<file path="config.mk">
export PLATFORM = sky130hd
export DESIGN_NAME = dfa_clear
export DESIGN_NICKNAME = d
export VERILOG_FILES = /design/src/rtl/dfa_pkg.sv /design/src/rtl/dfa_clear.sv
export SDC_FILE = /design/constraint.sdc
export NUM_CORES = 1
export LEC_CHECK = 0
export BUFFER_PORTS_ARGS = -buffer_cell sky130_fd_sc_hd__buf_2
export CAP_MARGIN = 20
export CORE_AREA = 2 2 42 44
export CTS_BUF_LIST = sky130_fd_sc_hd__clkbuf_4
export DETAILED_ROUTE_END_ITERATION = 8
export DIE_AREA = 0 0 44 46
export PLACE_DENSITY = 0.58
export SYNTH_ARGS = -nofsm -noshare
export SYNTH_HDL_FRONTEND = slang
export SYNTH_SLANG_ARGS = --single-unit
</file>
<file path="constraint.sdc">
create_clock -name clk -period 2.65 [get_ports clk]
set_input_delay 0.53 -clock clk [delete_from_list [all_inputs] [get_ports clk]]
set_output_delay 0.53 -clock clk [all_outputs]
set_load 0.1 [all_outputs]
</file>
<file path="src/rtl/dfa_pkg.sv">
`default_nettype none

package dfa_pkg;

  localparam int STATE_W = 4;
  localparam int SYM_W   = 8;
  localparam int NUM_W   = 5;
  localparam logic [SYM_W-1:0] FORBIDDEN_SYM = 8'h26;  // '&'

  typedef enum logic [2:0] {
    OP_ADD_SYM   = 3'd0,
    OP_SET_ACC   = 3'd1,
    OP_ADD_TRANS = 3'd2,
    OP_STR_SYM   = 3'd3,
    OP_EMPTY     = 3'd4
  } op_t;

  typedef enum logic [1:0] {
    ST_OK      = 2'd0,
    ST_NO_SYM  = 2'd1,
    ST_RANGE   = 2'd2,
    ST_FORBID  = 2'd3
  } status_t;

  typedef enum logic {
    CFG_START_STATE = 1'b0,
    CFG_NUM_STATES  = 1'b1
  } cfg_idx_t;

  typedef enum logic {
    CLR_SWEEP,
    CLR_DONE
  } clr_state_t;

endpackage

`default_nettype wire

</file>
<file path="src/rtl/dfa_clear.sv">
`default_nettype none

module dfa_clear #(
  parameter int DEPTH = 4096
) (
  input  wire logic                     clk,
  input  wire logic                     rst_n,
  output logic                          clr_busy,
  output logic      [$clog2(DEPTH)-1:0] clr_addr
);

  localparam int AW = $clog2(DEPTH);
  localparam logic [AW-1:0] LAST_ADDR = AW'(DEPTH - 1);

  dfa_pkg::clr_state_t state_r, state_nxt;
  logic [AW-1:0] addr_r, addr_nxt;

  always_comb begin
    state_nxt = state_r;
    unique case (state_r)
      dfa_pkg::CLR_SWEEP: begin
        if (addr_r == LAST_ADDR) begin
          state_nxt = dfa_pkg::CLR_DONE;
        end
      end
      dfa_pkg::CLR_DONE: begin
        state_nxt = dfa_pkg::CLR_DONE;
      end
    endcase
  end

  always_comb begin
    clr_busy = 1'b0;
    addr_nxt = addr_r;
    unique case (state_r)
      dfa_pkg::CLR_SWEEP: begin
        clr_busy = 1'b1;
        addr_nxt = addr_r + AW'(1);
      end
      dfa_pkg::CLR_DONE: begin
        clr_busy = 1'b0;
      end
    endcase
  end

  always_ff @(posedge clk) begin
    if (!rst_n) begin
      state_r <= dfa_pkg::CLR_SWEEP;
      addr_r  <= '0;
    end else begin
      state_r <= state_nxt;
      addr_r  <= addr_nxt;
    end
  end

  assign clr_addr = addr_r;

endmodule

`default_nettype wire

</file>
# ---- After elaboration in Yosys (flattened, before gate mapping)
# Index checks and enable logic that the tools add are counted.
dict set report classes {
  n_addsub 1
  eq_ne 1
  muxes 3
  bitwise 1
}
# op count
set ops {}
lappend ops {{adder 12 x 1 -> 12 bit (second input constant)} 1}
lappend ops {{equality test 12 bit (second input constant)} 1}
lappend ops {{one-hot mux 1 bit (2 select lines)} 2}
lappend ops {{2-to-1 mux 1 bit} 1}
lappend ops {{NOT 1 bit} 1}
dict set report word_totals {
  regBits 13
  inputBits 2
  out_inout_bits 13
  elab_cells 8
}

# ---- Depth between registers and ports, before layout
# Gate-level depths: netlist (run 1).
dict set report depth {
  ltp_word 3
  depth_mapped 4
  mapped_depth_nobuf 4
}

# ---- Worst setup path before layout (run 1)
# Ideal clock, no wire load.
dict set report synth_path {
  kind {register -> register}
  start {reg addr_r[0] (netlist: clr_addr[0])}
  end {reg addr_r[10] (netlist: clr_addr[10])}
  setup_ns 0.071
  t_arrival_ns 2.159
  setup_slack_ns 0.421
  path_stages_with_launch 5
  n_path_buf 0
  period_less_slack_ns 2.229
  cell_sequence {dfxtp_1 -> ha_1 -> nand3b_2 -> or4_1 -> a21oi_1}
}
dict set report synth_between {
  elab_chain_cells 1
}
# item line_no
set synth_rtl {}
lappend synth_rtl {{start: declaration} dfa_clear.sv:16} ;# logic [AW-1:0] addr_r, addr_nxt;
lappend synth_rtl {{start signal: assignment} dfa_clear.sv:52} ;# addr_r <= addr_nxt;
lappend synth_rtl {{adder 12 x 1 -> 12 bit} dfa_clear.sv:38} ;# addr_nxt = addr_r + AW'(1);
# Every way passes these cells.
# A chain may end at the register's enable or synchronous reset.

# ---- Final worst setup path (run 1)
dict set report layout_path {
  start {reg addr_r[2] (netlist: clr_addr[2])}
  end {out clr_addr[2]}
}
# item line_no
set layout_rtl {}
lappend layout_rtl {{end: declaration} dfa_clear.sv:9} ;# output logic [$clog2(DEPTH)-1:0] clr_addr
# No word-level cell between the ends.

==> summary.md, run 1 <==
| Metric | Value |
|---|---|
| Max Fclk | 561.6 MHz |
| DP Area | between 600 and 700 um2 |
| Worst clock skew | 0.005961 ns |
| Clk sinks | 13 |
| Largest area contributor in the netlist | dfxtp_1 |
| Crit Path Class | flip-flop to output port |
| Average cell area after synthesis | between 9 and 10 um2 |
| Measured slew at the worst slew-check pin | just under 0.5 ns |
| Max incr delay on CP | 0.49 ns |
| Initial core utilization | 36.90% |
| TritonCTS clock tree | yes |
| Overall power | approximately 390 uW |
| Antenna viol nets, final | 0 |
| I/O pin cnt | 15 |
| Setup TNS | 0 ns |
| PortBufs | 14 |
| Worst-Skew Late Latency | 0.28 ns |
| Count leader, synth | dfxtp_1 |
| Post-CTS Setup Bufs | 0 |
| Via-per-instance ratio | 5.365 |
| Mux cell area share after synthesis | 1.681% |
| Layout Nets | 83 |
| Clock slew at reported path FFs | 0.08 ns |
| Crit path launch type | flip-flop |
| Outcome | finished clean |
| Multi-input gate area | 309.0 um2 |
| Gr usage total | 13.37% |
| Synth Warn # | 0 |
| Top_reg_cell synth | dfxtp_1 |
| Met1 WL | 565 um |
| Reg2Reg Depth | 4 |
| Pwr dens | 553.5 nW/um2 |
| Grt total ovfl | 0 |
| First-pass GRT wire length | ~2000 um |
| Period Utilization, post-route | approximately 67% |
| Via count | slightly above 500 |
| Tmin final | 1.781 ns |
| Main combinational cell family by area after synthesis | simple AND/OR/NAND/NOR gates |
| H-Tree Depth | 1 |
| Die Ht | about 46 um |
| DRC | 0 |
| Total die area | 2024 um2 |
| Routability-driven placement congestion ratio | around 0.69 |
| Synth Instances | 63 |
| WL met2 | 526 um |
| Adder-cell share of the synthesized area | 2.101% |
| Simple-Gate Fraction of Synth Area | 27.94% |
| Mapped Area | 595.6 um2 |
| Initial antenna violation count | 0 |
| Most frequent cells after synthesis | 13 x dfxtp_1, 8 x a21oi_1, 5 x nor2_1, 4 x o31ai_1, 4 x or4_1 |
| Worst path top cell family by delay | flip-flops |
| Core ar. | 1614 um2 |
| Pin count of the biggest net entering global routing | 14 |
| Top cells by area, synth | dfxtp_1 44%, a21oi_1 6.7%, o31ai_1 5.0% |
| Layout cells sized above 1 | 27.85% |
| Number of global-route vias before repair | roughly 470 |
| Fin. Hold Viols | 0 |
| Levels on crit path | 1 |
| Clock Tree Buf Depth | 2 |
| Buf/Inv on CP | 1 |
| Final WL | 1198 um |
| Leak | 0.2945 nW |
| Compound-gate portion of the synthesized area | 14.29% |
| Row count | 15 |
| Hold depth | 2 |
| Post-route cell area | 701.9 um2 |
| CP max stage cell | dfxtp_1 |
| Async S/R FF share, synth | 0% |
| Max Used Layer | met4 |
| Synth-to-layout area growth | 17.86% |
| Relative slew slack | 67.59% |
| FF+latch area | ~260 um2 |
| Routed wl met3 | 90 um |
| XOR/XNOR Fraction of Synth Area | 5.882% |
| Synth Register Bits | 13 |
| Initial DRC count | 5 |
| Crit path required time | around 2.1 ns |
| Post-CTS Hold Buffers | 0 |
| Layout fillers | about 190 |
| Antenna diodes | 0 |
| Crit Path Max Fanout | 6 |
| Syn_nets | 66 |
| Top-area cell type share of the netlist area | a little over two fifths |
| Max Cap Viol | 0 |
| Post-CTS sizing | 0 |
| Count of cell types in the netlist | 23 |
| Pins over their slew limit | 0 |
| DP HPWL | 797.1 um |
| Critical path arrival | around 1.3 ns |
| DIE WIDTH | 44 um |
| Cell Chain, Critical Path | buf_2 |
| HP Class | flip-flop to flip-flop |
| Clock buffer count from CTS | 3 |
| Sequential area share after synthesis | 43.70% |
| Final setup viols | 0 |
| Number of flops mapped to enable cells by yosys | 0 |
| Peak VDD IR | 0.0002637 V |
| Critical Path End Type | output port |
| Routed wire per std cell | 12.48 um |
| Unrepaired setup endpoints after global routing | no |
| First drt pass iteration count | 4 |
| CTS Root Cell | clkbuf_4 |
==> cells in the final DEF, fill, tap and decap left out, types with 2 or more instances in the layout <==
cell,Yosys,final
nand2_1,2,2
o21ai_0,3,3
o31ai_1,4,4
or3_1,3,3
dfxtp_1,13,13
a21oi_1,8,8
nor2_1,5,5
inv_1,3,3
clkbuf_4,0,4
xor2_1,3,3
or4_1,4,4
nand3_1,3,3
buf_2,0,14
==> registers in the layout, summed over array words and instances, names as in the netlist <==
signal	cells
clr_addr	12
state_r	1
==> tightest hold or removal path: cells and delay by family (launching register included) <==
kind / cells / cell delay [ns]
AO/OA/AOI/OAI: 2 / 0.12
flip-flops: 1 / 0.34
==> where the power goes <==
part	internal, mW	switching (mW)
Combinational	0.00821	0.0385
Sequential	0.199	0.00719
Clock	0.0687	0.0667
==> logic make-up after synthesis <==
kind of cell,after synthesis
fa+ha+maj,1
xor+xnor,4
simple gates,24
mux,1
flops,13
compound gates,15
buf+inv,5
==> final timing paths <==
check,slack (ns),end,from
worst max-delay path,0.87,clr_addr[2],clr_addr[2]
worst min-delay path,0.50,clr_addr[11],clr_addr[11]
worst max register to register,1.07,clr_addr[10],clr_addr[0]
worst min register to register,0.50,clr_addr[11],clr_addr[11]
==> layout make-up <==
| type | count | area share (%) |
|---|---|---|
| repair buffers | 14 | 9.982 |
| multi-input cells | 45 | 44.03 |
| inverters | 3 | 1.604 |
| clock buffers | 4 | 4.278 |
| well taps | 17 | 3.030 |
| flip-flops and latches | 13 | 37.08 |
==> metrics by stage <==
step | hold slack [ns] | worst slack, ns | utilization, % | std cells
2_1_floorplan | 0.5654 | 0.4209 | - | 63
4_1_cts | 0.4988 | 0.8580 | 43.49 | 96
6_report | 0.4990 | 0.8693 | 43.49 | 96
3_3_place_gp | 0.4873 | 1.154 | 41.63 | 92
5_1_grt | 0.5359 | 0.7902 | 43.49 | 96
3_5_place_dp | 0.4875 | 1.093 | 41.63 | 92
==> layer usage <==
layer	track usage (%)	up-vias
met2	20.88	14
met4	5.455	0
met3	6.746	2
met5	0	-
met1	15.48	235
li1	-	264
Power figures use the tool's default switching activity.
==> inputs of run 2 (changes only) <==
==> constraint.sdc (replaced) <==
create_clock -name clk -period 1.8 [get_ports clk]
set_input_delay 0.36 -clock clk [delete_from_list [all_inputs] [get_ports clk]]
set_output_delay 0.36 -clock clk [all_outputs]
set_load 0.1 [all_outputs]
==> summary.md, run 2 (synthesis gave the netlist of run 1 again) <==
| Metric | Value |
|---|---|
| Outcome | finished clean |
| Final Core Density | 44.57% |
| Crit Path Max Fanout | 7 |
| Setup TNS | 0 ns |
| FF+latch area | about 280 um2 |
| Crit path required time | 1.44 ns |
| Critical Path End Type | output port |
| Pins over their slew limit | 0 |
| Via count | 512 |
| Clock Power Share | between 30 and 40% |
| Clk sinks | 13 |
| PortBufs | 14 |
| Worst path top cell family by delay | buffers and inverters |
| Internal | 407.2 uW |
| DIE WIDTH | approximately 44 um |
| Crit path launch type | flip-flop |
| Post-route cell area | slightly above 700 um2 |
| Unrepaired setup endpoints after global routing | no |
| Synth-to-layout area growth | 20.80% |
| First drt pass iteration count | 4 |
| Period Utilization, post-route | 85.36% |
| Combinational share of power | 12.1% |
| Worst-Skew Late Latency | ~0.28 ns |
| Max Cap Viol | 0 |
| Relative slew slack | 67.92% |
| Initial DRC count | 4 |
| Final WL | approximately 1200 um |
| Number of global-route vias before repair | 426 |
| First-pass GRT wire length | 1794 um |
| Core ar. | 1614 um2 |
| Post-CTS Setup Bufs | 0 |
| Fin. Hold Viols | 0 |
| CTS Root Cell | clkbuf_4 |
| Layout cells sized above 1 | 40.51% |
| Buf/Inv on CP | 2 |
| Gr usage total | 11.99% |
| Worst slack at placement | approximately 0.34 ns |
| Commonest non-fill, non-tap cell in the layout | buf_2 |
| Commonest cells after routing, fill and taps aside | 14 x buf_2, 8 x a21oi_1, 8 x dfxtp_2 |
| Cell Chain, Critical Path | inv_1 -> buf_2 |
| TritonCTS clock tree | yes |
| Max incr delay on CP | 0.42 ns |
| HP Class | flip-flop to flip-flop |
| Grt total ovfl | 0 |
| Layout fillers | about 180 |
| Post-CTS sizing | 0 |
| Layout Nets | 83 |
| DP HPWL | roughly 840 um |
| Measured slew at the worst slew-check pin | 0.4846 ns |
| Hold slack | about 0.5 ns |
| Clock Tree Buf Depth | 2 |
| I/O pin cnt | 15 |
| Via-per-instance ratio | roughly 5.3 |
| Tmin final | between 1.5 and 2 ns |
| DP Area | about 700 um2 |
| Pwr dens | roughly 790 nW/um2 |
| Leak | 0.2997 nW |
| H-Tree Depth | 1 |
| Routability-driven placement congestion ratio | 0.6933 |
| Peak VDD IR | 0.0004155 V |
| Crit Path Class | flip-flop to output port |
| Total die area | 2024 um2 |
| Max FFs per register | 12 |
| Critical path arrival | 1.18 ns |
| Reg power frac | 53.3% |
| Initial core utilization | 36.90% |
| Cell Count, Final, Fillers Out | 96 |
| Initial antenna violation count | 0 |
| DRC | 0 |
| Overall power | 571.7 uW |
| Dpl cells | 92 |
| Final setup viols | 0 |
| Multi-input gate area | 309.0 um2 |
| Net Sw Frac | approximately 29% |
| CP max stage cell | buf_2 |
| Antenna diodes | 0 |
| Worst clock skew | 0.006685 ns |
| Antenna viol nets, final | 0 |
| Max Fclk | 650.8 MHz |
| P_sw | 164.5 uW |
| Routed wire per std cell | 12.30 um |
| Post-CTS Hold Buffers | 0 |
| Final WS setup | 0.2635 ns |
| Row count | 15 |
| Die Ht | 46 um |
| Clock slew at reported path FFs | 0.08 ns |
| Pin count of the biggest net entering global routing | 14 |
| Clock buffer count from CTS | 3 |
run 2: cell counts in the layout (fill, tap and decap cells not counted):
Identical to the previous run, type by type.
run 2: area by class of cell:
class | instances | share of cell area, %
Clock buffer | 4 | 4.174
Sequential cell | 13 | 38.61
Multi-Input combinational cell | 45 | 42.96
Timing Repair Buffer | 14 | 9.739
Tap cell | 17 | 2.957
Inverter | 3 | 1.565
run 2: layer usage:
metal,global-route usage [%],vias up,part of all wire [%]
met1,16.79,234,50
li1,-,265,-
met3,2.381,2,5.1
met2,16.76,11,44
met5,0,-,0
met4,7.273,0,0.68
run 2: worst paths after layout:
path,start,endpoint,slack (ns),cells past startpoint
setup reg to reg,clr_addr[0],clr_addr[10],0.34,4
hold reg to reg,clr_addr[9],clr_addr[9],0.49,2
hold / removal,clr_addr[9],clr_addr[9],0.49,2
setup / recovery,state_r,clr_busy,0.26,2
run 2: power by group through the flow:
stage,Clock [mW],Combinational (mW),Sequential [mW]
after floorplan,0,0.0159,0.354
after global placement,0,0.0697,0.311
after detailed placement,0,0.0690,0.311
after CTS,0.207,0.0695,0.304
after global routing,0.214,0.0722,0.306
final,0.198,0.0691,0.305
run 2: worst reg2reg max path, delay by kind of cell, from the launching register on:
kind | cells | cell delay [ns]
adders and majority gates | 1 | 0.22
and+or+nand+nor | 2 | 0.66
AOI/OAI and AO/OA | 1 | 0.14
DFF | 1 | 0.38
